===== src/fwab_pkg.sv =====
// Shared types and constants for the full-width to ASCII byte filter.
// No dependencies; imported by every module of the block.
`timescale 1ns / 1ps

package fwab_pkg;

  localparam int unsigned ByteW      = 8;
  localparam int unsigned MaxOut     = 6;
  localparam int unsigned LenW       = 3;
  localparam int unsigned QueueDepth = 4;

  localparam logic [ByteW-1:0] ByteWide     = 8'd239;
  localparam logic [ByteW-1:0] ByteCjk      = 8'd227;
  localparam logic [ByteW-1:0] ByteMid      = 8'd128;
  localparam logic [ByteW-1:0] ByteCjkComma = 8'd129;
  localparam logic [ByteW-1:0] ByteCjkStop  = 8'd130;
  localparam logic [ByteW-1:0] DigitOffset  = 8'd96;
  localparam logic [ByteW-1:0] CommaOffset  = 8'd85;
  localparam logic [ByteW-1:0] StopOffset   = 8'd84;
  localparam logic [ByteW-1:0] ByteNewline  = 8'd10;
  localparam logic [ByteW-1:0] ByteSpace    = 8'd32;
  localparam logic [ByteW-1:0] ByteComma    = 8'd44;

  // Configuration register indexes
  localparam logic RegDigitEn = 1'b0;
  localparam logic RegPunctEn = 1'b1;

  // All output bytes caused by one input word
  typedef struct packed {
    logic [MaxOut-1:0][ByteW-1:0] bytes;
    logic [LenW-1:0]              len;
  } fwab_item_t;

  typedef struct packed {
    logic full;
    logic empty;
  } fwab_qstat_t;

endpackage


===== src/fwab_front.sv =====
// Front end: accepts input words, runs the digit and punctuation stages and
// the comma spacing, and hands each non-empty item to the queue. Uses fwab_pkg.
`timescale 1ns / 1ps

module fwab_front (
  input  logic                clk_i,
  input  logic                rst_ni,
  input  logic                cfg_we_i,
  input  logic                cfg_idx_i,
  input  logic                cfg_wdata_i,
  input  logic                in_valid_i,
  output logic                in_ready_o,
  input  logic [7:0]          in_byte_i,
  input  logic                q_full_i,
  output logic                q_push_o,
  output fwab_pkg::fwab_item_t q_item_o
);
  import fwab_pkg::*;

  typedef struct packed {
    logic [1:0]            cnt;
    logic [1:0]            n;
    logic [2:0][ByteW-1:0] b;
  } s2_res_t;

  localparam int unsigned PreN = 9;
  localparam int unsigned PreW = $clog2(PreN + 1);

  logic            digit_en_q, punct_en_q;
  logic [1:0]      wc_q, wc_d, pc_q, pc_d;
  logic [ByteW-1:0] ws_q, ws_d;
  logic            accept;

  s2_res_t                   r_a, r_b;
  logic [PreN-1:0][ByteW-1:0] pre;
  logic [PreW-1:0]           pn;
  logic [1:0]                pc_v;
  fwab_item_t                item;

  // One byte into the punctuation stage: new count and up to three bytes out
  function automatic s2_res_t s2_feed(input logic [1:0] cnt, input logic en,
                                      input logic [ByteW-1:0] b);
    s2_res_t r;
    logic    starts;
    r      = '0;
    starts = en && (b == ByteCjk);
    if (cnt == 2'd0) begin
      if (starts) r.cnt = 2'd1;
      else begin
        r.n    = 2'd1;
        r.b[0] = b;
      end
    end else if (cnt == 2'd1) begin
      if (b == ByteMid) r.cnt = 2'd2;
      else begin
        r.b[0] = ByteCjk;
        if (starts) begin
          r.cnt = 2'd1;
          r.n   = 2'd1;
        end else begin
          r.b[1] = b;
          r.n    = 2'd2;
        end
      end
    end else begin
      if (b == ByteCjkComma) begin
        r.b[0] = ByteCjkComma - CommaOffset;
        r.n    = 2'd1;
      end else if (b == ByteCjkStop) begin
        r.b[0] = ByteCjkStop - StopOffset;
        r.n    = 2'd1;
      end else begin
        r.b[0] = ByteCjk;
        r.b[1] = ByteMid;
        if (starts) begin
          r.cnt = 2'd1;
          r.n   = 2'd2;
        end else begin
          r.b[2] = b;
          r.n    = 2'd3;
        end
      end
    end
    return r;
  endfunction

  assign in_ready_o = !q_full_i;
  assign accept     = in_valid_i && in_ready_o;

  always_comb begin
    r_a  = '0;
    r_b  = '0;
    pre  = '0;
    pn   = '0;
    pc_v = pc_q;
    wc_d = wc_q;
    ws_d = ws_q;
    if (in_byte_i == ByteNewline) begin
      // flush stage one into stage two, then stage two out, then the newline
      if (wc_q != 2'd0) begin
        r_a  = s2_feed(pc_v, punct_en_q, ByteWide);
        pc_v = r_a.cnt;
        if (wc_q[1]) begin
          r_b  = s2_feed(pc_v, punct_en_q, ws_q);
          pc_v = r_b.cnt;
        end
      end
      for (int k = 0; k < 3; k++) begin
        if (2'(k) < r_a.n) begin
          pre[pn] = r_a.b[k];
          pn      = pn + PreW'(1);
        end
      end
      for (int k = 0; k < 3; k++) begin
        if (2'(k) < r_b.n) begin
          pre[pn] = r_b.b[k];
          pn      = pn + PreW'(1);
        end
      end
      if (pc_v != 2'd0) begin
        pre[pn] = ByteCjk;
        pn      = pn + PreW'(1);
        if (pc_v[1]) begin
          pre[pn] = ByteMid;
          pn      = pn + PreW'(1);
        end
      end
      pre[pn] = ByteNewline;
      pn      = pn + PreW'(1);
      pc_v    = 2'd0;
      wc_d    = 2'd0;
    end else begin
      if (wc_q == 2'd0) begin
        if (digit_en_q && (in_byte_i == ByteWide)) wc_d = 2'd1;
        else r_a = s2_feed(pc_v, punct_en_q, in_byte_i);
      end else if (wc_q == 2'd1) begin
        ws_d = in_byte_i;
        wc_d = 2'd2;
      end else begin
        wc_d = 2'd0;
        r_a  = s2_feed(pc_v, punct_en_q, in_byte_i - DigitOffset);
      end
      if (wc_q != 2'd1 && !(wc_q == 2'd0 && digit_en_q && in_byte_i == ByteWide)) begin
        pc_v = r_a.cnt;
      end
      for (int k = 0; k < 3; k++) begin
        if (2'(k) < r_a.n) begin
          pre[pn] = r_a.b[k];
          pn      = pn + PreW'(1);
        end
      end
    end
    pc_d = pc_v;

    // comma spacing, capped at the item size
    item = '0;
    for (int i = 0; i < PreN; i++) begin
      if (PreW'(i) < pn) begin
        if (item.len < LenW'(MaxOut)) begin
          item.bytes[item.len] = pre[i];
          item.len             = item.len + LenW'(1);
        end
        if (pre[i] == ByteComma && item.len < LenW'(MaxOut)) begin
          item.bytes[item.len] = ByteSpace;
          item.len             = item.len + LenW'(1);
        end
      end
    end
  end

  assign q_push_o = accept && (item.len != '0);
  assign q_item_o = item;

  always_ff @(posedge clk_i or negedge rst_ni) begin
    if (!rst_ni) begin
      digit_en_q <= 1'b1;
      punct_en_q <= 1'b1;
      wc_q       <= 2'd0;
      pc_q       <= 2'd0;
      ws_q       <= '0;
    end else begin
      if (cfg_we_i) begin
        if (cfg_idx_i == RegDigitEn) digit_en_q <= cfg_wdata_i;
        if (cfg_idx_i == RegPunctEn) punct_en_q <= cfg_wdata_i;
      end
      if (accept) begin
        wc_q <= wc_d;
        pc_q <= pc_d;
        ws_q <= ws_d;
      end
    end
  end

endmodule


===== src/fwab_queue.sv =====
// Short item queue between front and back end; decouples their stalls.
// Uses fwab_pkg for the item type.
`timescale 1ns / 1ps

module fwab_queue #(
  parameter int unsigned Depth = fwab_pkg::QueueDepth
) (
  input  logic                 clk_i,
  input  logic                 rst_ni,
  input  logic                 push_i,
  input  fwab_pkg::fwab_item_t push_item_i,
  input  logic                 pop_i,
  output fwab_pkg::fwab_item_t pop_item_o,
  output fwab_pkg::fwab_qstat_t stat_o
);
  import fwab_pkg::*;

  localparam int unsigned PtrW = (Depth > 1) ? $clog2(Depth) : 1;
  localparam int unsigned CntW = $clog2(Depth + 1);

  fwab_item_t      mem_q [Depth];
  logic [PtrW-1:0] wr_ptr_q, rd_ptr_q;
  logic [CntW-1:0] count_q;

  assign stat_o.full  = (count_q == CntW'(Depth));
  assign stat_o.empty = (count_q == '0);
  assign pop_item_o   = mem_q[rd_ptr_q];

  always_ff @(posedge clk_i) begin
    if (push_i) mem_q[wr_ptr_q] <= push_item_i;
  end

  always_ff @(posedge clk_i or negedge rst_ni) begin
    if (!rst_ni) begin
      wr_ptr_q <= '0;
      rd_ptr_q <= '0;
      count_q  <= '0;
    end else begin
      if (push_i) begin
        wr_ptr_q <= (wr_ptr_q == PtrW'(Depth - 1)) ? '0 : wr_ptr_q + PtrW'(1);
      end
      if (pop_i) begin
        rd_ptr_q <= (rd_ptr_q == PtrW'(Depth - 1)) ? '0 : rd_ptr_q + PtrW'(1);
      end
      if (push_i && !pop_i) count_q <= count_q + CntW'(1);
      else if (pop_i && !push_i) count_q <= count_q - CntW'(1);
    end
  end

endmodule


===== src/fwab_back.sv =====
// Back end: takes items from the queue and sends their bytes one word a cycle
// while the output is ready, marking each item's last byte. Uses fwab_pkg for items.
`timescale 1ns / 1ps

module fwab_back (
  input  logic                 clk_i,
  input  logic                 rst_ni,
  input  logic                 q_empty_i,
  input  fwab_pkg::fwab_item_t q_item_i,
  output logic                 q_pop_o,
  output logic                 out_valid_o,
  input  logic                 out_ready_i,
  output logic [7:0]           out_byte_o,
  output logic                 out_last_o
);
  import fwab_pkg::*;

  fwab_item_t       cur_q;
  logic [LenW-1:0]  idx_q;
  logic             valid_q;
  logic             last;
  logic             load;

  assign last        = (idx_q == cur_q.len - LenW'(1));
  assign load        = !q_empty_i && (!valid_q || (out_ready_i && last));
  assign q_pop_o     = load;
  assign out_valid_o = valid_q;
  assign out_byte_o  = cur_q.bytes[idx_q];
  assign out_last_o  = last;

  always_ff @(posedge clk_i) begin
    if (load) cur_q <= q_item_i;
  end

  always_ff @(posedge clk_i or negedge rst_ni) begin
    if (!rst_ni) begin
      valid_q <= 1'b0;
      idx_q   <= '0;
    end else if (load) begin
      valid_q <= 1'b1;
      idx_q   <= '0;
    end else if (valid_q && out_ready_i) begin
      if (last) valid_q <= 1'b0;
      else idx_q <= idx_q + LenW'(1);
    end
  end

endmodule


===== src/fullwidth_to_ascii_byte_filter_unit.sv =====
// Full-width to ASCII byte filter: with the queue and back end idle, the first
// output word of an input word is registered in the queue, then in the back end.
// One input word is taken per cycle while the queue has room; each input yields
// 0 to 6 output words, sent one per ready cycle by the back end, so words with at
// most one output each stream at one per cycle and longer runs stall the input.
// Reset clears all sequence counts, empties the queue and sets both enables.
`timescale 1ns / 1ps

module fullwidth_to_ascii_byte_filter_unit #(
  parameter int unsigned QueueDepth = fwab_pkg::QueueDepth
) (
  input  logic       clk_i,
  input  logic       rst_ni,
  // configuration write port: index 0 digit enable, index 1 punctuation enable
  input  logic       cfg_we_i,
  input  logic       cfg_idx_i,
  input  logic       cfg_wdata_i,
  // input stream
  input  logic       s_axis_tvalid,
  output logic       s_axis_tready,
  input  logic [7:0] s_axis_tdata,   // [7:0] data_byte
  // output stream
  output logic       m_axis_tvalid,
  input  logic       m_axis_tready,
  output logic [7:0] m_axis_tdata,   // [7:0] out_byte
  output logic       m_axis_tlast    // last_of_run
);
  import fwab_pkg::*;

  logic        q_push, q_pop;
  fwab_item_t  q_in_item, q_out_item;
  fwab_qstat_t q_stat;

  // Front: classify each word through the digit and punctuation stages and
  // build the full list of output bytes it causes in the same cycle.
  fwab_front u_front (
    .clk_i      (clk_i),
    .rst_ni     (rst_ni),
    .cfg_we_i   (cfg_we_i),
    .cfg_idx_i  (cfg_idx_i),
    .cfg_wdata_i(cfg_wdata_i),
    .in_valid_i (s_axis_tvalid),
    .in_ready_o (s_axis_tready),
    .in_byte_i  (s_axis_tdata),
    .q_full_i   (q_stat.full),
    .q_push_o   (q_push),
    .q_item_o   (q_in_item)
  );

  // Queue: hold items so a stalled output does not stop the front at once.
  fwab_queue #(
    .Depth(QueueDepth)
  ) u_queue (
    .clk_i      (clk_i),
    .rst_ni     (rst_ni),
    .push_i     (q_push),
    .push_item_i(q_in_item),
    .pop_i      (q_pop),
    .pop_item_o (q_out_item),
    .stat_o     (q_stat)
  );

  // Back: serialize each item, advancing on every accepted output word.
  fwab_back u_back (
    .clk_i      (clk_i),
    .rst_ni     (rst_ni),
    .q_empty_i  (q_stat.empty),
    .q_item_i   (q_out_item),
    .q_pop_o    (q_pop),
    .out_valid_o(m_axis_tvalid),
    .out_ready_i(m_axis_tready),
    .out_byte_o (m_axis_tdata),
    .out_last_o (m_axis_tlast)
  );

  a_no_push_full: assert property (@(posedge clk_i) disable iff (!rst_ni)
    q_push |-> !q_stat.full) else $error("push into full queue");

  a_no_pop_empty: assert property (@(posedge clk_i) disable iff (!rst_ni)
    q_pop |-> !q_stat.empty) else $error("pop from empty queue");

  a_newline_emits: assert property (@(posedge clk_i) disable iff (!rst_ni)
    (s_axis_tvalid && s_axis_tready && s_axis_tdata == ByteNewline) |-> q_push)
    else $error("newline produced no output");

  a_full_stalls: assert property (@(posedge clk_i) disable iff (!rst_ni)
    q_stat.full |-> !s_axis_tready) else $error("input taken while queue full");

endmodule


===== config.mk =====
export PLATFORM = sky130hd
export DESIGN_NAME = fullwidth_to_ascii_byte_filter_unit
export DESIGN_NICKNAME = d
export VERILOG_FILES = /design/src/fwab_pkg.sv /design/src/fwab_front.sv /design/src/fwab_queue.sv /design/src/fwab_back.sv /design/src/fullwidth_to_ascii_byte_filter_unit.sv
export SDC_FILE = /design/constraint.sdc
export NUM_CORES = 1
export LEC_CHECK = 0
export ABC_AREA = 1
export BUFFER_PORTS_ARGS = -buffer_cell sky130_fd_sc_hd__buf_2
export CORE_MARGIN = 5
export CORE_UTILIZATION = 47
export CTS_CLUSTER_DIAMETER = 30
export DETAILED_ROUTE_END_ITERATION = 7
export PLACE_DENSITY_LB_ADDON = 0.3
export SLEW_MARGIN = 15
export SYNTH_ARGS = -nofsm -noshare
export SYNTH_HDL_FRONTEND = slang
export SYNTH_SLANG_ARGS = --single-unit
export TNS_END_PERCENT = 30

===== constraint.sdc =====
create_clock -name clk_i -period 15.66 [get_ports clk_i]
set_clock_uncertainty 0.2 [all_clocks]
set_input_delay 0.783 -clock clk_i [delete_from_list [all_inputs] [get_ports clk_i]]
set_output_delay 0.783 -clock clk_i [all_outputs]
set_load 0.02 [all_outputs]

## Word-level counts from Yosys, hierarchy flattened

Memory sizes are Yosys's and may differ from the RTL's. A register that Yosys moved wholly into a read port is not among the register bits.
Cells that the tools add are included.

- Memories: 1
- Word-level logic and storage cells: 508
- Bits of input ports: 15
- Memory bits (writable): 204
- Output and inout bits: 11
- Flip-flop bits (word level): 25

Memories:

| memory | depth | bits a word | rd ports | clocked after memory_dff | wr ports | RTL line | source |
|---|---|---|---|---|---|---|---|
| u_queue.mem_q | 4 | 51 | 1 | 1 | 1 | fwab_queue.sv:21 | `fwab_item_t mem_q [Depth];` |

- Mux-type cells: 231
- Reduce and logical (&&, ||, !) cells: 74
- Order comparisons: 90
- Equality and inequality tests: 29
- Add/sub/neg operators: 34
- Bitwise logic cells: 39

Operators by type and width:

| kind | count |
|---|---|
| two-way mux 51 bit | 34 |
| two-way mux 72 bit | 17 |
| bitwise mux 72 bit | 7 |
| demux 8 bit (select 3 bit) | 17 |
| bitwise mux 48 bit | 8 |
| inverter 42 bit | 9 |
| two-way mux 8 bit | 45 |
| AND 42 bit | 8 |
| demux 8 bit (select 4 bit) | 10 |
| two-way mux 16 bit | 11 |
| two-way mux 26 bit | 5 |
| two-way mux 28 bit | 4 |
| two-way mux 4 bit | 23 |
| equality test 8 bit (second input constant) | 10 |
| equality test 8 x 6 -> 1 bit (second input constant) | 9 |
| less-than comparator 3 x 4 -> 1 bit (second input constant) | 18 |
| AND 63 bit | 1 |
| inverter 63 bit | 1 |
| adder 3 x 1 -> 3 bit (second input constant) | 19 |
| AND 54 bit | 1 |
| inverter 54 bit | 1 |
| >= comparator 3 x 1 -> 1 bit (second input constant) | 17 |
| less-than comparator 3 bit (second input constant) | 17 |
| logical AND 1 bit | 50 |
| other kinds (43) | 155 |

## Logic depth before layout (Yosys ltp)

Gate-level depths: netlist of run 1.

- Word-level depth: 170
- Depth in mapped cells: 71
- Depth with buffers taken out: 71

## Hierarchy

From an unflattened synthesis of run 1, not the netlist that was laid out.

- Cells, all modules: 1863
- Area total of the unflattened synthesis: 17036.3 um^2

Modules (own cells, without submodules):

| module | seq. area each (um^2) | area an instance (um^2) | cells an instance | times used |
|---|---|---|---|---|
| fwab_queue | 6301.0 | 8760.9 | 646 | 1 |
| fwab_front | 352.8 | 6003.3 | 1039 | 1 |
| fwab_back | 1631.6 | 2272.2 | 178 | 1 |

## Worst setup path before layout of run 1

Ideal clock, no wire load.

- Path kind: register to register
- Start point: register u_front.pc_q[0]
- End point: memory u_queue.mem_q[0][0] in the netlist's numbering, enable pin
- Data arrival time: 10.074 ns
- Buffers on the path: 1
- Clock period less this slack: 10.734 ns
- Required time: 15.000 ns
- Library setup time: 0.460 ns
- Setup slack: 4.926 ns
- Stages on the path, launching flop included: 62
- Cells stage by stage: dfrtp_1 inv_1 nor2_4 nor2_1 ha_1 inv_1 xor2_1 nand2_1 nand2_2 inv_2 ha_1 o31ai_2 inv_1 o21ai_2 inv_2 ha_1 inv_1 nor2_1 (+26 left out) inv_1 ha_1 inv_1 nand3_2 nand2_4 inv_1 ha_1 inv_1 nand3_2 nand2_2 inv_1 ha_1 inv_1 nand3_2 nand2_4 nand4_4 nand2_2 nor2_1

- Word-level cells in the longest chain between the ends: 99
- Elaborated cells on any way between the ends: 250
- Classes of those cells: add/sub: 26; order compare: 51; eq/ne: 10; mux: 131; bitwise: 9; reduce/logical: 23

RTL lines:

| item | RTL line | source |
|---|---|---|
| from (decl) | fwab_front.sv:30 | `logic [1:0] wc_q, wc_d, pc_q, pc_d;` |
| from (signal assigned) | fwab_front.sv:188 | `pc_q <= pc_d;` |
| equality test 2 x 1 -> 1 bit | fwab_front.sv:53 | `end else if (cnt == 2'd1) begin` |
| two-way mux 1 bit | fwab_front.sv:53 |  |
| two-way mux 2 bit | fwab_front.sv:47 | `if (cnt == 2'd0) begin` |
| two-way mux 26 bit | fwab_front.sv:100 | `if (wc_q != 2'd0) begin` |
| two-way mux 26 bit | fwab_front.sv:98 | `if (in_byte_i == ByteNewline) begin` |
| less-than comparator 1 x 2 -> 1 bit | fwab_front.sv:109 | `if (2'(k) < r_a.n) begin` |
| two-way mux 1 bit | fwab_front.sv:109 |  |
| two-way mux 4 bit | fwab_front.sv:98 |  |
| (+83 left out) | - |  |
| less-than comparator 3 bit | fwab_front.sv:163 | `if (pre[i] == ByteComma && item.len < LenW'(MaxOut)) begin` |
| logical AND 1 bit | fwab_front.sv:163 |  |
| two-way mux 51 bit | fwab_front.sv:163 |  |
| two-way mux 51 bit * | fwab_front.sv:158 | `if (PreW'(i) < pn) begin` |
| nonzero test 3 bit * | fwab_front.sv:171 | `assign q_push_o = accept && (item.len != '0);` |
| logical AND 1 bit * | fwab_front.sv:171 |  |
| two-way mux 1 bit * | fwab_queue.sv:30 | `if (push_i) mem_q[wr_ptr_q] <= push_item_i;` |
| two-way mux 1 bit (not written as such) * | fwab_queue.sv:30 |  |
| to (decl) | fwab_queue.sv:21 |  |

Every way passes the cells marked *; elsewhere a longest branch is shown, timed or not. The select of a mux whose other input is x is not followed.

## Final worst setup path of run 1

- Start point: register u_front.pc_q[1]
- End point: register u_queue.count_q[1]

- Word-level cells in the longest chain between the ends: 100
- Elaborated cells on any way between the ends: 253
- Classes of those cells: add/sub: 26; order compare: 51; eq/ne: 10; mux: 130; bitwise: 9; reduce/logical: 27

RTL lines:

| item | RTL line | source |
|---|---|---|
| equality test 2 x 1 -> 1 bit | fwab_front.sv:53 |  |
| two-way mux 1 bit | fwab_front.sv:53 |  |
| two-way mux 2 bit | fwab_front.sv:47 |  |
| two-way mux 26 bit | fwab_front.sv:100 |  |
| two-way mux 26 bit | fwab_front.sv:98 |  |
| less-than comparator 1 x 2 -> 1 bit | fwab_front.sv:109 |  |
| two-way mux 1 bit | fwab_front.sv:109 |  |
| two-way mux 4 bit | fwab_front.sv:98 |  |
| (+85 left out) | - |  |
| two-way mux 51 bit | fwab_front.sv:163 |  |
| two-way mux 51 bit * | fwab_front.sv:158 |  |
| nonzero test 3 bit * | fwab_front.sv:171 |  |
| logical AND 1 bit * | fwab_front.sv:171 |  |
| named net q_push | fullwidth_to_ascii_byte_filter_unit.sv:30 | `logic q_push, q_pop;` |
| logical NOT 1 bit | fwab_queue.sv:46 | `else if (pop_i && !push_i) count_q <= count_q - CntW'(1);` |
| logical AND 1 bit | fwab_queue.sv:46 |  |
| nonzero test 2 bit (no line) | - |  |
| to (signal assigned) | fwab_queue.sv:45 | `if (push_i && !pop_i) count_q <= count_q + CntW'(1);` |
| to (signal assigned) | fwab_queue.sv:46 |  |
| to (decl) | fwab_queue.sv:23 | `logic [CntW-1:0] count_q;` |

Mark *: on every way through the listed nets, which the timed path passes. The rest lies on a longest branch. The select of a mux whose other input is x is not followed.
A chain may end at the register's enable or synchronous reset.

==> metrics.cfg, run 1 <==
[logic_synthesis]
portion_of_the_post_synthesis_area_used_by_sequential_elements = 0.504
yosys.area.top_type_share = 0.466
number_of_synthesized_flops_with_an_enable_pin = 255
synthTopCellsByCount = sky130_fd_sc_hd__nand2_1, sky130_fd_sc_hd__nor2_1, sky130_fd_sc_hd__edfxtp_1
synth_ff_type = sky130_fd_sc_hd__edfxtp_1
netlist_area_mm2 = 0.0164
ys_async_sr_fraction = 0.0893
synth.most_common_cell = sky130_fd_sc_hd__nand2_1
netlist.top_cell.by_area = sky130_fd_sc_hd__edfxtp_1
yosys-top-cells-area = sky130_fd_sc_hd__edfxtp_1, sky130_fd_sc_hd__nand2_1, sky130_fd_sc_hd__nor2_1, sky130_fd_sc_hd__o21ai_0, sky130_fd_sc_hd__inv_1
yosysUniqueCellTypes = 74
yosysWarningCount = 0
synth-seq-cells = 280
post_synthesis_average_cell_area_um2 = 8.84
post_synth_inst_count = 1860

[route]
uppermost_layer_routed = met4
vias_per_cell = 5.78
wl_met1_mm = 20.0
detail_route.drc_violations = 0
drtAntennaViolNets = 0
num_vias = 13826
initial_drc_count = 1297
met2_wirelength_mm = 22.4
drt-total-wl_mm = 47.3
dr_wl_met3_mm = 3.56
routed_wire_length_per_instance_um = 19.7
drtPass1Iterations = 7

[pwr]
internal-power_mw = 1.99
share_clk_of_total_power = 0.327
power_density_mw_per_mm2 = 169
total_switching_power_mw = 1.17
sequential_share_of_power = 0.350
net_switching_fraction_of_the_power = 0.369
vdd_ir_drop_max_v = 0.000224
power.combinational.fraction = 0.323
power_leakage_nw = 7.28

[clock_tree]
cts_root_buf = sky130_fd_sc_hd__clkbuf_16
clk_latency_ns = 0.55
htree_num_levels = 2
tritoncts = done
post_cts_resized = 0
clock_sinks = 280
cts_buffers = 48
max-clock-path-buffers = 3
cts.clk_slew.worst_paths_ns = 0.05
cts_hold_buf = 0
post_cts_setup_repair_buffer_count = 0

[setup_path]
worst-path-max-fanout = 43
r2r_end = u_queue.count_q[1]$_DFFE_PN0P_
cp_common_cell = sky130_fd_sc_hd__inv_1
slowest_delay_ns = 0.66
r2r_cells = 65
timing.critical_path.arrival_ns = 11.19
worstSetupEndpointType = flip-flop
cp_data_required_time_ns = 15.88
reg2reg_slack_ns = 4.69
critical_path.reg2reg.startpoint = u_front.pc_q[1]$_DFFE_PN0P_
crit_path_top_delay_cell = sky130_fd_sc_hd__dfrtp_1
timing.setup.critical_path_class = reg -> reg
critical_path.startpoint_type = flip-flop

[sta]
max_freq_mhz = 91.2
finalHoldViolCount = 0
fin_tns_setup_ns = 0
grt_setup_unrepaired = no
tightestPinTransition_ns = 1.08
finalCritPeriodShare = 0.701
slew_violations = 0
slew-limit-headroom = 0.280
final-setup-viol-count = 0
period_minus_slack_ns = 10.97

[worst_hold_path]
min_path_type = in -> async

[status]
status = finished, final reports clean

[job]
timing.max_cap.violations = 0

[final_layout]
n_antenna_cell = 0
nets = 1944
post_route_cells_drive_above_1_share = 0.159
post_route_core_utilization = 0.541
area.growth.synth_to_final_pct = 13.7
fin_area_mm2 = 0.0187

[global_route]
maximum_number_of_pins_on_one_net_before_global_route_repair = 106
grt_first_pass_wirelength_mm = 73.9
overflow = 0
antenna_found_initial = 0
globalRouteTotalUtil = 0.240
first_global_vias = 13088

[die]
die_area_mm2 = 0.0388
die_width_um = 197
fp-row-count = 68
coreArea_mm2 = 0.0345
initial_utilization = 0.476
chipHeight_um = 197
floorplan.io_pins = 26

[placed_design]
post_dp_cell_area_mm2 = 0.0171
dpl.hpwl_mm = 33.1
gp_routability_congestion = 1.06
port_buffers = 25

-- layout make-up --
type,instances,area (um2)
fill,3141,15800
multi-input combinational,1331,7230
timing repair buffer,37,215
inverter,201,761
clock inverter,34,393
sequential,280,8290
tap,455,569
clock buffer,55,1250
-- metrics by stage --
step,setup WS (ns),instances,hold WS (ns),power [mW]
final,4.69,2393,0.0670,3.16
after global routing,3.79,2393,0.105,3.34
after CTS,4.73,2393,0.0576,3.18
after detailed placement,4.76,2304,0.325,2.14
after global placement,5.07,2304,0.289,2.12
after floorplan,4.93,1871,0.269,1.83
-- worst max-delay path: cells and delay by family, from the launching register on --
family	cells	cell delay, ns
xor gates and xnor gates	1	0.23
AOI/OAI and AO/OA	4	0.60
muxes	1	0.26
and+or+nand+nor	29	3.83
DFF	1	0.66
buffers and inverters	18	1.65
adders and majority gates	12	3.34
-- layer usage --
layer  vias up  global-route usage
met2       565               0.398
li1       6576                   -
met1      6589               0.330
met3        96              0.0327
met4         0              0.0732
met5         -                   0
-- logic make-up (layout without fill, tap and decap cells) --
logic type                 after synthesis  in the layout  share of synthesized area
buffers and inverters                  260            327                     0.0616
and+or+nand+nor                        869            869                      0.259
DFF                                    280            280                      0.504
muxes                                    1              1                   0.000685
adders and majority gates               30             30                     0.0233
other                                    1             12                   0.000228
xor gates and xnor gates                10             10                    0.00647
AOI/OAI and AO/OA                      409            409                      0.145
-- worst max path at each step --
stage / start / end / slack [ns]
floorplan: u_front.pc_q[0]$_DFFE_PN0P_ / u_queue.mem_q[0][0]$_DFFE_PP_ / 4.93
global placement: u_front.pc_q[1]$_DFFE_PN0P_ / u_queue.count_q[1]$_DFFE_PN0P_ / 5.07
detailed placement: u_front.pc_q[1]$_DFFE_PN0P_ / u_queue.count_q[1]$_DFFE_PN0P_ / 4.76
CTS: u_front.pc_q[1]$_DFFE_PN0P_ / u_queue.count_q[1]$_DFFE_PN0P_ / 4.73
global route: u_front.pc_q[1]$_DFFE_PN0P_ / u_queue.count_q[1]$_DFFE_PN0P_ / 3.79
finish: u_front.pc_q[1]$_DFFE_PN0P_ / u_queue.count_q[1]$_DFFE_PN0P_ / 4.69
-- flip-flops by register name, summed over array words and instances, names as in the netlist, 2 cells and up --
| signal | count |
|---|---|
| u_front.wc_q | 2 |
| u_queue.count_q | 3 |
| u_back.cur_q | 51 |
| u_front.pc_q | 2 |
| u_front.ws_q | 8 |
| u_back.idx_q | 3 |
| u_queue.wr_ptr_q | 2 |
| u_queue.rd_ptr_q | 2 |
| u_queue.mem_q | 204 |
-- placed cells by master (no fill, tap or decap), types with 32 or more instances in the layout --
| cell | count |
|---|---|
| sky130_fd_sc_hd__nand2_1 | 297 |
| sky130_fd_sc_hd__o22ai_1 | 65 |
| sky130_fd_sc_hd__a21oi_1 | 53 |
| sky130_fd_sc_hd__clkbuf_16 | 49 |
| sky130_fd_sc_hd__nand3_1 | 97 |
| sky130_fd_sc_hd__inv_1 | 161 |
| sky130_fd_sc_hd__inv_2 | 32 |
| sky130_fd_sc_hd__nor2_1 | 269 |
| sky130_fd_sc_hd__nand2_2 | 38 |
| sky130_fd_sc_hd__edfxtp_1 | 255 |
| sky130_fd_sc_hd__o21ai_0 | 204 |
-- power groups by stage --
stage          Combinational, mW  Sequential (mW)  Clock [mW]
6_report                    1.02             1.11        1.03
3_3_place_gp                1.00             1.11           0
2_1_floorplan              0.732             1.10           0
3_5_place_dp                1.02             1.12           0
5_1_grt                     1.14             1.12        1.09
4_1_cts                     1.03             1.11        1.05
No activity file was read; power rests on OpenSTA's default activity.
==> run 2: changes to the inputs <==
Clock period 15.66 ns to 11.3 ns, I/O delays scaled along.
==> run 2 against run 1 <==
  * Power grew 44%
  * Sequential cell count unchanged
  * Wire length grew 4.2%
  * Via count increased by 0.94%
  * Sequential power rose by 37%
  * Final cell count up 0.75%
  * Maximum frequency up 4.7%
  * Clock-buffer cell count grew 2
  * First-iteration DRC count grew 4.3%
  * Critical path depth did not move
  * Critical endpoint unchanged
  * Largest cell class unchanged
  * Largest power group unchanged
==> metrics.cfg, run 2 (synthesis results as in run 1) <==
[status]
status = finished, final reports clean

[final_layout]
final_common_cell = sky130_fd_sc_hd__nand2_1
post_route_cells_drive_above_1_share = 0.167  ; +0.00825
registers.top_by_ff_count = u_queue.mem_q
nets = 1958  ; +0.72%
instances_no_fill = 2411  ; +0.75%
area.growth.synth_to_final_pct = 15.4
n_antenna_cell = 0  ; unchanged
most_frequent_cells_in_the_layout = sky130_fd_sc_hd__nand2_1, sky130_fd_sc_hd__nor2_1, sky130_fd_sc_hd__edfxtp_1
largest_register_ff_count = 204  ; unchanged
layout_top_registers = u_queue.mem_q (204), u_back.cur_q (51), u_front.ws_q (8)

[sta]
final.setup.worst_slack_ns = 0.821  ; -3.87 ns
period_minus_slack_ns = 10.48  ; -0.492 ns
slew-limit-headroom = 0.278  ; -0.00234
final-setup-viol-count = 0  ; unchanged
tightestPinTransition_ns = 1.08  ; +0.00351 ns
slew_violations = 0  ; unchanged
grt_setup_unrepaired = no
fin_tns_setup_ns = 0  ; unchanged
max_freq_mhz = 95.4  ; +4.7%
finalCritPeriodShare = 0.927  ; +0.227
finalHoldViolCount = 0  ; unchanged

[job]
timing.max_cap.violations = 0  ; unchanged

[placed_design]
gp_routability_congestion = 1.01  ; -5.2%
dpl.cell_count = 2309  ; +0.22%
dpl.hpwl_mm = 34.8  ; +5.0%
port_buffers = 25  ; unchanged
dp_slack_ns = 0.261  ; -4.50 ns

[setup_path]
worst-path-max-fanout = 22  ; -49%
timing.critical_path.arrival_ns = 10.71  ; -0.48 ns
cp_data_required_time_ns = 11.53  ; -4.35 ns
crit_path_top_delay_cell = sky130_fd_sc_hd__dfrtp_2
timing.setup.critical_path_class = reg -> reg
critical_path.startpoint_type = flip-flop
worstSetupEndpointType = flip-flop
critical_path.reg2reg.startpoint = u_front.pc_q[1]$_DFFE_PN0P_
slowest_delay_ns = 0.52  ; -0.14 ns
timing.critical_path.from = u_front.pc_q[1]$_DFFE_PN0P_
cp_common_cell = sky130_fd_sc_hd__inv_1

[global_route]
grt_first_pass_wirelength_mm = 76.7  ; +3.8%
antenna_found_initial = 0  ; unchanged
first_global_vias = 13405  ; +2.4%
globalRouteMet1Util = 0.349  ; +0.0182
gr-max-usage-layer = met2
grt.met2_usage = 0.410  ; +0.0121
maximum_number_of_pins_on_one_net_before_global_route_repair = 106  ; unchanged
gr_layer_usage_met3 = 0.0350  ; +0.00222
overflow = 0  ; unchanged
globalRouteTotalUtil = 0.251  ; +0.0111

[worst_hold_path]
min_path_type = in -> reg
hold_path.startpoint = cfg_we_i

[clock_tree]
cts_root_buf = sky130_fd_sc_hd__clkbuf_16
max-clock-path-buffers = 3  ; unchanged
cts.clk_slew.worst_paths_ns = 0.05  ; about the same
clk_latency_ns = 0.54  ; about the same
htree_num_levels = 2  ; unchanged
cts_buffers = 51  ; +6.3%
tritoncts = done
clock_sinks = 280  ; unchanged

[route]
detail_route.drc_violations = 0  ; unchanged
vias_per_cell = 5.79  ; +0.19%
drt-total-wl_mm = 49.2  ; +4.2%
routed_wire_length_per_instance_um = 20.4  ; +3.4%
drtAntennaViolNets = 0  ; unchanged
initial_drc_count = 1353  ; +4.3%
drtPass1Iterations = 5  ; -2
num_vias = 13956  ; +0.94%

[die]
die_area_mm2 = 0.0388  ; unchanged
chipHeight_um = 197  ; unchanged
fp-row-count = 68  ; unchanged
coreArea_mm2 = 0.0345  ; unchanged
die_width_um = 197  ; unchanged
floorplan.io_pins = 26  ; unchanged
initial_utilization = 0.476  ; unchanged

[pwr]
power_leakage_nw = 7.39  ; +1.6%
vdd_ir_drop_max_v = 0.000568  ; +150%
power_density_mw_per_mm2 = 239  ; +41%

run 2: cell count changes in the layout (fill, tap and decap cells not counted), moves of 2 or more:
cell,previous run,this run
sky130_fd_sc_hd__buf_4,12,16
sky130_fd_sc_hd__clkbuf_16,49,53
sky130_fd_sc_hd__nand2_4,23,25
sky130_fd_sc_hd__clkbuf_1,6,4
sky130_fd_sc_hd__clkinv_4,2,8
sky130_fd_sc_hd__clkinv_1,6,9
sky130_fd_sc_hd__dfrtp_1,22,20
sky130_fd_sc_hd__clkinvlp_4,7,10
sky130_fd_sc_hd__buf_12,0,4
sky130_fd_sc_hd__inv_8,3,1
sky130_fd_sc_hd__clkinv_2,10,7
sky130_fd_sc_hd__dfrtp_2,1,3
sky130_fd_sc_hd__dlygate4sd3_1,0,2
run 2: per-stage QoR:
| step | cell area [um2] | hold WS (ns) | power [mW] | utilization |
|---|---|---|---|---|
| after floorplan | 16500 | 0.0694 | 2.54 | - |
| after global placement | 17100 | 0.285 | 2.97 | 0.496 |
| after detailed placement | 17100 | 0.294 | 3.02 | 0.496 |
| after CTS | 18900 | 0.0117 | 4.55 | 0.548 |
| after global routing | 19000 | 0.0283 | 4.79 | 0.550 |
| final | 19000 | 0.0320 | 4.54 | 0.550 |
run 2: power by group:
part	internal, mW	switching, mW
logic	0.423	1.07
registers	1.44	0.0780
clock network	1.00	0.523
run 2: final timing paths:
kind	endpoint	slack (ns)	cells after the start
worst max-delay path	u_queue.count_q[1]$_DFFE_PN0P_	0.82	65
worst min-delay path	u_front.punct_en_q$_DFFE_PN1P_	0.03	2
worst max register to register	u_queue.count_q[1]$_DFFE_PN0P_	0.82	65
worst min register to register	u_queue.count_q[2]$_DFFE_PN0P_	0.29	1
max in group asynchronous	u_front.pc_q[0]$_DFFE_PN0P_	10.05	2
min in group asynchronous	u_front.ws_q[1]$_DFFE_PN0P_	0.38	2
run 2: layer usage:
layer / share of wire / routed length, um
met5: 0 / 0
met4: 0.028 / 1390
met3: 0.073 / 3570
met2: 0.47 / 23000
met1: 0.43 / 21300
run 2: area by class of cell:
class / count / area, um2
inverters: 201 / 768
clock inverters: 39 / 425
flip-flops and latches: 280 / 8290
fillers: 3120 / 15600
repair buffers: 47 / 345
multi-input cells: 1332 / 7250
well taps: 455 / 569
clock buffers: 57 / 1340
run 2: critical path: cells and delay by family (launching register included):
family | cells | cell delay (ns)
and+or+nand+nor | 31 | 4.09
muxes | 1 | 0.27
adders and majority gates | 11 | 3.01
buffers and inverters | 17 | 1.42
AOI/OAI and AO/OA | 4 | 0.63
DFF | 1 | 0.52
xor gates and xnor gates | 1 | 0.19
run 2: repair_timing:
item                       4_1_cts  5_1_grt
resized for setup                0        9
hold endpoints to repair        24        0
setup endpoints to repair        0      204
hold buffers                     2        0
setup buffers                    0        3
==> run 3: changes to the inputs <==
Settings changed: ABC_AREA 1 to not set.
==> run 3 against run 2 <==
  * Sequential share of layout area down 1.5 points
  * Clock-buffer cell count down 2
  * Area after synthesis down 1.8%
  * Maximum frequency down 3.6%
  * Global-route usage up 0.74 points
  * Power down 15%
  * Non-clock buffer count up 93
  * Highest routed layer unchanged
==> metrics.cfg, run 3 <==
[sta]
finalHoldViolCount = 0  ; unchanged
slew-limit-headroom = 0.146  ; -0.132
tightestPinTransition_ns = 1.27  ; +0.186 ns
finalCritPeriodShare = 0.962  ; +0.0346
final-setup-viol-count = 0  ; unchanged
slew_violations = 0  ; unchanged
max_freq_mhz = 92.0  ; -3.6%
final.setup.worst_slack_ns = 0.429  ; -0.392 ns
hold_slack_ns = 0.0502  ; +0.0181 ns
period_minus_slack_ns = 10.87  ; +0.392 ns

[setup_path]
timing.setup.critical_path_class = reg -> reg
crit_path_top_delay_cell = sky130_fd_sc_hd__dfstp_2
worstSetupEndpointType = flip-flop
slowest_delay_ns = 0.52  ; about the same
reg2reg_slack_ns = 0.43  ; -0.39 ns
r2r_end = u_queue.count_q[2]$_DFFE_PN0P_
critical_path.startpoint_type = flip-flop
cp_common_cell = sky130_fd_sc_hd__ha_4
r2r_cells = 56  ; -14%
timing.critical_path.arrival_ns = 11.12  ; +0.41 ns
critical_path.reg2reg.startpoint = u_front.punct_en_q$_DFFE_PN1P_
worst-path-max-fanout = 7  ; -68%
cp_data_required_time_ns = 11.55  ; +0.02 ns

[pwr]
vdd_ir_drop_max_v = 0.000253  ; -56%
power_leakage_nw = 6.95  ; -6.1%
power_density_mw_per_mm2 = 196  ; -18%
post-layout-total-power_mw = 3.85  ; -15%

[clock_tree]
cts.clk_slew.worst_paths_ns = 0.05  ; about the same
clk_latency_ns = 0.58  ; +0.04 ns
cts_root_buf = sky130_fd_sc_hd__clkbuf_16
clock_sinks = 280  ; unchanged
tritoncts = done
max-clock-path-buffers = 3  ; unchanged
cts_buffers = 50  ; -2.0%
htree_num_levels = 2  ; unchanged

[logic_synthesis]
yosysUniqueCellTypes = 114  ; +54%
synth.most_common_cell = sky130_fd_sc_hd__edfxtp_1
yosys.area.top_type_share = 0.474  ; +0.00858
yosys-top-cells-area = sky130_fd_sc_hd__edfxtp_1, sky130_fd_sc_hd__mux4_2, sky130_fd_sc_hd__dfrtp_1, sky130_fd_sc_hd__nand2_1, sky130_fd_sc_hd__nor2_1
synthTopCellsByCount = sky130_fd_sc_hd__edfxtp_1, sky130_fd_sc_hd__nand2_1, sky130_fd_sc_hd__nor2_1
post_synthesis_average_cell_area_um2 = 11.7  ; +33%
ys_async_sr_fraction = 0.0893  ; unchanged
netlist_area_mm2 = 0.0162  ; -1.8%
yosysWarningCount = 0  ; unchanged
synth-seq-cells = 280  ; unchanged
number_of_synthesized_flops_with_an_enable_pin = 255  ; unchanged
synth_ff_type = sky130_fd_sc_hd__edfxtp_1
portion_of_the_post_synthesis_area_used_by_sequential_elements = 0.513  ; +0.00929
post_synth_inst_count = 1375  ; -26%
netlist.top_cell.by_area = sky130_fd_sc_hd__edfxtp_1

[final_layout]
most_frequent_cells_in_the_layout = sky130_fd_sc_hd__edfxtp_1, sky130_fd_sc_hd__nand2_1, sky130_fd_sc_hd__buf_4
layout_top_registers = u_queue.mem_q (204), u_back.cur_q (51), u_front.ws_q (8)
n_antenna_cell = 0  ; unchanged
post_route_cells_drive_above_1_share = 0.272  ; +0.105
area.growth.synth_to_final_pct = 21.7
final_common_cell = sky130_fd_sc_hd__edfxtp_1
total_of_fill_cells_in_the_finished_design = 2675  ; -14%
registers.top_by_ff_count = u_queue.mem_q
largest_register_ff_count = 204  ; unchanged
instances_no_fill = 1997  ; -17%
nets = 1551  ; -21%

[placed_design]
port_buffers = 25  ; unchanged
dpl.hpwl_mm = 34.4  ; -1.2%
dp_slack_ns = -0.501  ; -0.762 ns
gp_routability_congestion = 0.993  ; -1.5%
dpl.cell_count = 1881  ; -19%

[route]
routed_wire_length_per_instance_um = 25.1  ; +23%
num_vias = 12802  ; -8.3%
drtAntennaViolNets = 0  ; unchanged
drt-total-wl_mm = 50.2  ; +1.9%
drtPass1Iterations = 7  ; +2
vias_per_cell = 6.41  ; +11%
initial_drc_count = 1708  ; +26%
detail_route.drc_violations = 0  ; unchanged

[job]
timing.max_cap.violations = 0  ; unchanged

[status]
status = finished, final reports clean

[worst_hold_path]
hold_path.startpoint = cfg_wdata_i
worst_case_hold_path_end_point = u_front.digit_en_q$_DFFE_PN1P_
min_path_cells = 2  ; unchanged
min_path_type = in -> reg

[global_route]
first_global_vias = 12670  ; -5.5%
maximum_number_of_pins_on_one_net_before_global_route_repair = 54  ; -49%
antenna_found_initial = 0  ; unchanged
grt_first_pass_wirelength_mm = 76.9  ; +0.28%
globalRouteTotalUtil = 0.258  ; +0.00735
overflow = 0  ; unchanged

[die]
die_area_mm2 = 0.0382  ; -1.7%
floorplan.io_pins = 26  ; unchanged
fp-row-count = 67  ; -1.5%
chipHeight_um = 195  ; -0.86%
initial_utilization = 0.479  ; +0.00308
coreArea_mm2 = 0.0337  ; -2.4%
die_width_um = 195  ; -0.86%

-- run 3: cells by family (layout without fill, tap and decap cells) --
| kind of cell | after synthesis | in the layout | share of synthesized area |
|---|---|---|---|
| compound gates | 327 | 327 | 0.146 |
| xor+xnor | 26 | 26 | 0.0170 |
| fa+ha+maj | 29 | 29 | 0.0229 |
| buf+inv | 122 | 285 | 0.0324 |
| flops | 280 | 280 | 0.513 |
| mux | 102 | 102 | 0.111 |
| other cells | 1 | 12 | 0.000232 |
| simple gates | 488 | 488 | 0.158 |
-- run 3: worst max path at each step --
stage                                              start                              to
after CTS                 u_front.punct_en_q$_DFFE_PN1P_  u_queue.count_q[2]$_DFFE_PN0P_
final                     u_front.punct_en_q$_DFFE_PN1P_  u_queue.count_q[2]$_DFFE_PN0P_
after global routing      u_front.punct_en_q$_DFFE_PN1P_  u_queue.count_q[2]$_DFFE_PN0P_
after floorplan              u_front.wc_q[0]$_DFFE_PN0P_  u_queue.count_q[2]$_DFFE_PN0P_
after detailed placement  u_front.punct_en_q$_DFFE_PN1P_  u_queue.count_q[2]$_DFFE_PN0P_
after global placement    u_front.punct_en_q$_DFFE_PN1P_  u_queue.count_q[2]$_DFFE_PN0P_
-- run 3: what timing repair did --
action                                 4_1_cts  5_1_grt
pin swaps                                    6       22
hold buffers                                 1        0
setup buffers                                4       17
setup endpoints to repair                  294      377
resized for setup                            9       45
endpoints found under the hold margin       23        0
-- run 3: routing by layer --
| metal | track usage | share of wire | vias up | wire length [um] |
|---|---|---|---|---|
| met5 | 0 | 0 | - | 0 |
| met4 | 0.0861 | 0.038 | 0 | 1890 |
| met3 | 0.0539 | 0.089 | 140 | 4460 |
| met2 | 0.423 | 0.48 | 702 | 24100 |
| met1 | 0.346 | 0.39 | 6287 | 19700 |
| li1 | - | - | 5673 | - |
-- run 3: area by class of cell --
cell class              count  area, um2  share of cell area
clock buffers              55       1270              0.0646
clock inverters            39        498              0.0253
multi-input cells         984       7800               0.397
flip-flops and latches    280       8290               0.422
repair buffers            140       1040              0.0531
well taps                 448        561              0.0285
inverters                  51        194             0.00986
-- run 3: metrics by stage --
step	utilization	setup TNS [ns]	cell area, um2
after floorplan	-	0	16400
after global placement	0.518	-19.61	17500
after detailed placement	0.518	-67.01	17500
after CTS	0.574	0	19300
after global routing	0.584	-6.01	19700
final	0.584	0	19700
-- run 3: where the power goes --
group / total, mW / internal, mW / switching [mW]
registers: 1.49 / 1.39 / 0.0980
clock network: 1.53 / 0.989 / 0.543
logic: 0.831 / 0.371 / 0.460
-- run 3: critical path, delay by kind of cell (launching register included) --
kind | cells | cell delay (ns)
adders and majority gates | 11 | 2.76
DFF | 1 | 0.52
xor gates and xnor gates | 3 | 0.51
AOI/OAI and AO/OA | 18 | 3.56
muxes | 2 | 0.34
and+or+nand+nor | 14 | 2.14
buffers and inverters | 8 | 0.70
